<file path="config.mk">
export PLATFORM = sky130hd
export DESIGN_NAME = sms_mac
export DESIGN_NICKNAME = d
export VERILOG_FILES = /design/src/hdl/sms_pkg.sv /design/src/hdl/sms_mac.sv
export SDC_FILE = /design/constraint.sdc
export NUM_CORES = 2
export LEC_CHECK = 0
export ABC_AREA = 1
export BUFFER_PORTS_ARGS = -buffer_cell sky130_fd_sc_hd__buf_2
export CAP_MARGIN = 20
export CORE_AREA = 2 2 280 337
export DETAILED_ROUTE_END_ITERATION = 8
export DIE_AREA = 0 0 282 339
export PLACE_DENSITY = 0.59
export SLEW_MARGIN = 25
export SYNTH_ARGS = -nofsm -noshare
export SYNTH_HDL_FRONTEND = slang
export SYNTH_SLANG_ARGS = --single-unit
</file>
<file path="constraint.sdc">
create_clock -name clk -period 6.6 [get_ports clk]
set_input_delay 1.32 -clock clk [delete_from_list [all_inputs] [get_ports clk]]
set_output_delay 1.32 -clock clk [all_outputs]
set_load 0.01 [all_outputs]
</file>
<file path="src/hdl/sms_pkg.sv">
// shared types and codes for the substitution matrix scorer
`default_nettype none
package sms_pkg;

  localparam int LETTER_W = 5;
  localparam int FREQ_W   = 16;
  localparam int SUB_W    = 16;
  localparam int SCORE_W  = 40;
  localparam int ACC_W    = 64;

  typedef enum logic [2:0] {
    KIND_MATRIX  = 3'd0,
    KIND_PROF_A  = 3'd1,
    KIND_PROF_B  = 3'd2,
    KIND_RES_A   = 3'd3,
    KIND_RES_B   = 3'd4,
    KIND_QUERY   = 3'd5
  } kind_t;

  typedef enum logic [1:0] {
    REG_MODE  = 2'd0,
    REG_LEN_A = 2'd1,
    REG_LEN_B = 2'd2
  } reg_idx_t;

  typedef enum logic [1:0] {
    MODE_SEQ_SEQ   = 2'd0,
    MODE_PROF_SEQ  = 2'd1,
    MODE_PROF_PROF = 2'd2
  } score_mode_t;

  typedef enum logic [4:0] {
    ST_IDLE  = 5'b00001,
    ST_RES   = 5'b00010,
    ST_RUN   = 5'b00100,
    ST_DRAIN = 5'b01000,
    ST_FIN   = 5'b10000
  } state_t;

  typedef struct packed {
    logic issue;
    logic clear;
  } mac_ctl_t;

endpackage
`default_nettype wire

</file>
<file path="src/hdl/sms_mac.sv">
// multiply-accumulate pipeline fed by the registered memory read data
`default_nettype none
module sms_mac (
  input  wire logic                       clk,
  input  wire logic                       rst_n,
  input  wire sms_pkg::mac_ctl_t          ctl,
  input  wire logic [1:0]                 mode,
  input  wire logic [sms_pkg::FREQ_W-1:0] pa_q,
  input  wire logic [sms_pkg::FREQ_W-1:0] pb_q,
  input  wire logic signed [sms_pkg::SUB_W-1:0] sm_q,
  output logic signed [sms_pkg::ACC_W-1:0] acc,
  output logic                            busy
);
  logic v1_r, v2_r, v3_r;
  logic [2*sms_pkg::FREQ_W-1:0] p_r;
  logic signed [sms_pkg::SUB_W-1:0] s_r;
  logic signed [2*sms_pkg::FREQ_W+sms_pkg::SUB_W:0] prod_r;
  logic signed [sms_pkg::ACC_W-1:0] acc_r;
  logic [sms_pkg::FREQ_W-1:0] f1, f2;

  // unused factors become one so all modes share the same pipe
  assign f1 = (mode == sms_pkg::MODE_SEQ_SEQ) ? sms_pkg::FREQ_W'(1) : pa_q;
  assign f2 = (mode == sms_pkg::MODE_PROF_PROF) ? pb_q : sms_pkg::FREQ_W'(1);

  always_ff @(posedge clk) begin
    if (!rst_n) begin
      v1_r <= 1'b0;
      v2_r <= 1'b0;
      v3_r <= 1'b0;
    end else begin
      v1_r <= ctl.issue;
      v2_r <= v1_r;
      v3_r <= v2_r;
    end
  end

  always_ff @(posedge clk) begin
    p_r    <= f1 * f2;
    s_r    <= sm_q;
    prod_r <= $signed({1'b0, p_r}) * s_r;
    if (ctl.clear) begin
      acc_r <= '0;
    end else if (v3_r) begin
      acc_r <= acc_r + sms_pkg::ACC_W'(prod_r);
    end
  end

  assign acc  = acc_r;
  assign busy = v1_r | v2_r | v3_r;
endmodule
`default_nettype wire

</file>
Word level (Yosys, flattened, before mapping). Cells that the tools add are included.

Add/sub/neg operators: 1. Multipliers: 2. Eq/ne operators: 1. Mux-type cells: 2. Bitwise logic cells: 2. Reduce and logical (&&, ||, !) cells: 1.

Operators by type and width (number): 64-bit by 49-bit adder with 64-bit output (1); 33-bit by 16-bit multiplier with 49-bit output (1); 16-bit by 16-bit multiplier with 32-bit output (1); 16-bit two-way mux (2); 2-bit equality test (second input constant) (1); 2-bit logical NOT (1); 1-bit OR (2).

Register bits: 164. Bits of input ports: 54.

Logic depth before layout (Yosys ltp).
Depth in word-level cells: 3. Gate-level depth with buffers: 29. Depth with buffers taken out: 27.

Least setup slack after synthesis. OpenSTA, ideal clock, no wires.

Kind: input-to-reg. Start point: input port mode[1]. End point: register p_r[31] (netlist name). Setup time: 72 ps. Arrival time: 6476 ps. Data required time: 6528 ps. Setup slack: 52 ps. Stages on the path: 25. Buffers on the path: 1. Cells stage by stage: inv_1 nor2_2 nand2_1 inv_1 clkbuf_1 nand2_1 fa_1 inv_1 fa_1 inv_1 fa_1 inv_1 fa_1 fa_1 inv_1 fa_1 inv_1 ha_1 nand2_1 nor2_1 nand3_1 nand3_1 nand3_1 o21ai_0 xor2_1.

Word-level cells in the longest chain between the ends: 3. Elaborated cells between the ends (all ways): 5. Classes of those cells: 1 x mul; 1 x eq/ne; 2 x mux; 1 x reduce/logical.

RTL lines: start, declared (RTL line sms_mac.sv:7) `input wire logic [1:0] mode,`; 2-bit equality test or 2-bit logical NOT (tied branches) (RTL line sms_mac.sv:23, sms_mac.sv:22); 16-bit two-way mux, on equally long branches (RTL line sms_mac.sv:23, sms_mac.sv:22); 16-bit by 16-bit multiplier with 32-bit output (*) (RTL line sms_mac.sv:38) `p_r <= f1 * f2;`; end signal, assigned (RTL line sms_mac.sv:38); end, declared (RTL line sms_mac.sv:15) `logic [2*sms_pkg::FREQ_W-1:0] p_r;`.

Mark *: on every way between the ends. The rest lies on a longest branch, timed or not. A chain may end at the register's enable or synchronous reset.

Final worst setup path.
Start point: input port mode[1]. End point: register p_r[28] (netlist name).

The elaborated chain is that of the path after synthesis.

==> metrics.sh <==
DESIGN.CORE.AREA_UM2=92000
DIE_W_UM=282
SYNTH.YOSYS.SEQ_AREA_SHARE=0.0897
CTS_SINKS=164
FINALCLOCKSKEW_NS=0.0213
GRT.OVERFLOW.TOTAL=0
POSTSYNTHNETCOUNT=6227
GRT_PASS1_VIAS=33678
HPWLAFTERDP_MM=94.0
SYNTHDOMINANTCELLAREASHARE=0.335
GRT_SETUP_UNREPAIRED='false'
GRT_FIRST_PASS_WIRELENGTH_MM=175
ROUTE.FINAL.WIRE_LENGTH_MM=108
GP_ROUTABILITY_CONGESTION=0.990
CTS-BUFFERS-INSERTED=17
CRITICAL_PATH.ENDPOINT_TYPE='flop'
SYNTH-EDFF-COUNT=0
INSERTEDDIODECOUNT=0
POST_SYNTH.CELL_AREA_AVG_UM2=6.98
GRT_ANTENNA_BEFORE_REPAIR=0
HOLD_VIOL_FINAL=0
HOLD_PATH_CLASS='reg2reg'
SYNTH_TOP_CELLS_BY_AREA='sky130_fd_sc_hd__fa_1 (34%), sky130_fd_sc_hd__nand2_1 (15%), sky130_fd_sc_hd__inv_1 (15%)'
SYNTH_CELL_TYPE_COUNT=45
POST-SYNTH-TOP-COUNT-CELL='sky130_fd_sc_hd__nand2_1'
WORST_SLEW_MARGIN_REL=0.391
ARRIVAL_NS=6.68
ANT_NETS=0
CTS-HTREE-LEVELS=4
INSERTION_DELAY_NS=0.51
CAP_VIOLATIONS=0
CP.REQUIRED_NS=6.99
FIRST_PASS_ITERS=7
SLEW_VIOLATIONS=0
DRIVE_GT1_FRAC=0.0821
YOSYS_WARNINGS=0
OUTCOME='finished clean'
CRITICAL_PATH.CELL_CHAIN='buf_2, inv_1, nor2_4, buf_4, nand2_1, clkinv_1, nand2_1, fa_1, fa_1, inv_1, fa_1, fa_1, fa_1, inv_1, fa_1, inv_1, ha_1, a21oi_1, o21ai_0, a21oi_1, nand3_2, nand2_1, nand3b_1, xor2_1'
PLACEMENT.IO_BUFFERS=118
SYNTH_ASYNC_SR_FLOP_SHARE=0
CORE.ROWCOUNT=122
FINALSETUPVIOLATIONS=0
CTS_TREE='yes'
VIAS=31558
PERIOD_MINUS_SLACK_NS=6.29
YOSYS.AREA.TOP_TYPE='sky130_fd_sc_hd__fa_1'
SYNTH.CELL_AREA_UM2=36600
FINISH.NET_COUNT=6444
SYNTH-MAIN-FF-CELL='sky130_fd_sc_hd__dfxtp_1'
DIE_AREA_UM2=95600
DRT_FIRST_ITER_VIOLATIONS=1517
CLK_PIN_SLEW_NS=0.07
WORSTSETUPPATHTYPE='in2reg'
DRC=0
CRITICAL_PATH.SLOWEST_CELL='sky130_fd_sc_hd__fa_1'
CTS-ROOT-TO-SINK-BUFFERS=2
GRT_USE_TOTAL=0.235
I_O_PIN_TOTAL=119
CRIT_PATH_MAX_FANOUT=7
MAXIMUM_NUMBER_OF_PINS_ON_ONE_NET_BEFORE_GLOBAL_ROUTE_REPAIR=78
DIE_HEIGHT_UM=339
POST-ROUTE-UTIL=0.441
CTS_ROOT_BUFFER_TYPE='sky130_fd_sc_hd__clkbuf_16'
NUMBER_OF_INSTANCES_IN_THE_SYNTHESIZED_NETLIST=5239
CRITICAL-PATH-TOP-CELL-BY-COUNT='sky130_fd_sc_hd__fa_1'
STARTPOINT_TYPE='input pin'
FINAL_MIN_PERIOD_OVER_CLOCK_PERIOD=0.953
MAX_FREQ_MHz=159
CRITICAL_PATH.MAX_STAGE_DELAY_NS=0.58
TIGHTESTPINTRANSITION_NS=0.912
START_UTIL=0.398
DRT-VIAS-PER-INSTANCE=4.70
FLOW.AREA_GROWTH_FROM_SYNTHESIS_PCT=11.0
MOST_FREQUENT_CELLS_AFTER_SYNTHESIS='sky130_fd_sc_hd__nand2_1 (1,446), sky130_fd_sc_hd__inv_1 (1,435), sky130_fd_sc_hd__fa_1 (613), sky130_fd_sc_hd__nor2_1 (476), sky130_fd_sc_hd__ha_1 (321)'
WL_PER_CELL_UM=16.1
YS_FF_LATCH=164
==> through the flow <==
| stage | hold slack [ns] | cells | TNS (ns) | area [um^2] | setup WS [ns] |
|---|---|---|---|---|---|
| 2_1_floorplan | 0.407 | 5239 | 0 | 36600 | 0.0523 |
| 6_report | 0.430 | 6709 | 0 | 40600 | 0.309 |
| 5_1_grt | 0.443 | 6709 | 0 | 40600 | 0.00489 |
| 4_1_cts | 0.432 | 6709 | 0 | 40600 | 0.202 |
| 3_3_place_gp | 0.408 | 6677 | -3.17 | 40000 | -0.276 |
| 3_5_place_dp | 0.423 | 6677 | -4.44 | 40000 | -0.355 |
==> path summary, 6_finish.rpt <==
kind	start	endpoint	slack, ns	cells after the start
worst max register to register	p_r[25]	prod_r[45]	0.49	19
worst min-delay path	v1_r	v2_r	0.43	2
worst min register to register	v1_r	v2_r	0.43	2
worst max-delay path	mode[1]	p_r[28]	0.31	24
==> critical path: cells and delay by family <==
kind / cells / cell delay [ns]
buf+inv: 7 / 0.63
compound gates: 3 / 0.54
xor+xnor: 1 / 0.15
fa+ha+maj: 7 / 3.38
simple gates: 6 / 0.69
==> repair_timing <==
item	in CTS	in global routing
gates resized for setup	0	4
hold buffers	0	0
setup buffers	0	0
setup endpoints to repair	0	10
==> sequential cells by signal (all words and copies together) (netlist names) <==
| name | cells |
|---|---|
| s_r | 16 |
| p_r | 32 |
| v1_r | 1 |
| v2_r | 1 |
| prod_r | 49 |
| v3_r | 1 |
| acc | 64 |
==> cell type report <==
type | count | area, um^2
clock buffers | 17 | 425
clock inverters | 15 | 186
fillers | 9724 | 51400
inverters | 1448 | 5440
multi-input cells | 3482 | 27300
flip-flops and latches | 164 | 3290
well taps | 1240 | 1550
repair buffers | 343 | 2400
==> placed cells by master (no fill, tap or decap), types with 2 or more instances in the layout <==
cell type / instances
sky130_fd_sc_hd__o21ai_2: 3
sky130_fd_sc_hd__inv_6: 5
sky130_fd_sc_hd__nor2_1: 476
sky130_fd_sc_hd__xor2_1: 69
sky130_fd_sc_hd__dfxtp_1: 163
sky130_fd_sc_hd__ha_1: 321
sky130_fd_sc_hd__a31oi_1: 4
sky130_fd_sc_hd__inv_1: 1435
sky130_fd_sc_hd__buf_4: 215
sky130_fd_sc_hd__buf_2: 118
sky130_fd_sc_hd__inv_8: 4
sky130_fd_sc_hd__a21oi_1: 143
sky130_fd_sc_hd__a21oi_2: 3
sky130_fd_sc_hd__a21boi_0: 4
sky130_fd_sc_hd__o21ai_1: 15
sky130_fd_sc_hd__nand3_2: 10
sky130_fd_sc_hd__nor3_2: 3
sky130_fd_sc_hd__nor3_1: 32
sky130_fd_sc_hd__nor2_2: 11
sky130_fd_sc_hd__fa_1: 613
sky130_fd_sc_hd__o21a_1: 4
sky130_fd_sc_hd__nand2_1: 1446
sky130_fd_sc_hd__nor4_1: 4
sky130_fd_sc_hd__xnor2_1: 31
sky130_fd_sc_hd__clkbuf_16: 17
sky130_fd_sc_hd__o211ai_1: 9
sky130_fd_sc_hd__nand4_1: 15
sky130_fd_sc_hd__o21bai_1: 5
sky130_fd_sc_hd__bufinv_16: 2
sky130_fd_sc_hd__nand2_2: 28
sky130_fd_sc_hd__nand3_1: 125
sky130_fd_sc_hd__and2_1: 3
sky130_fd_sc_hd__nor4_2: 2
sky130_fd_sc_hd__clkinv_1: 12
sky130_fd_sc_hd__nand3b_1: 3
sky130_fd_sc_hd__and3_1: 2
sky130_fd_sc_hd__or2_2: 9
sky130_fd_sc_hd__a21o_1: 9
sky130_fd_sc_hd__buf_12: 10
sky130_fd_sc_hd__o21ai_0: 74
==> logic make-up (layout without fill, tap and decap cells) <==
group                      count (synthesis)  count (layout)  synth area share
and+or+nand+nor                         2170            2170             0.236
buffers and inverters                   1593            1823             0.164
adders and majority gates                934             934             0.445
AOI/OAI and AO/OA                        278             278            0.0414
DFF                                      164             164            0.0897
xor gates and xnor gates                 100             100            0.0239
==> per-layer routing <==
layer	vias up	wire, um	GRT usage
met5	-	0	0
met4	0	4500	0.0946
met3	189	3930	0.0236
met2	697	56300	0.438
met1	15173	43600	0.271
li1	15499	-	-
Power is not shown: default switching activity piles up to over one toggle a cycle in this logic, so the estimate is an artifact.
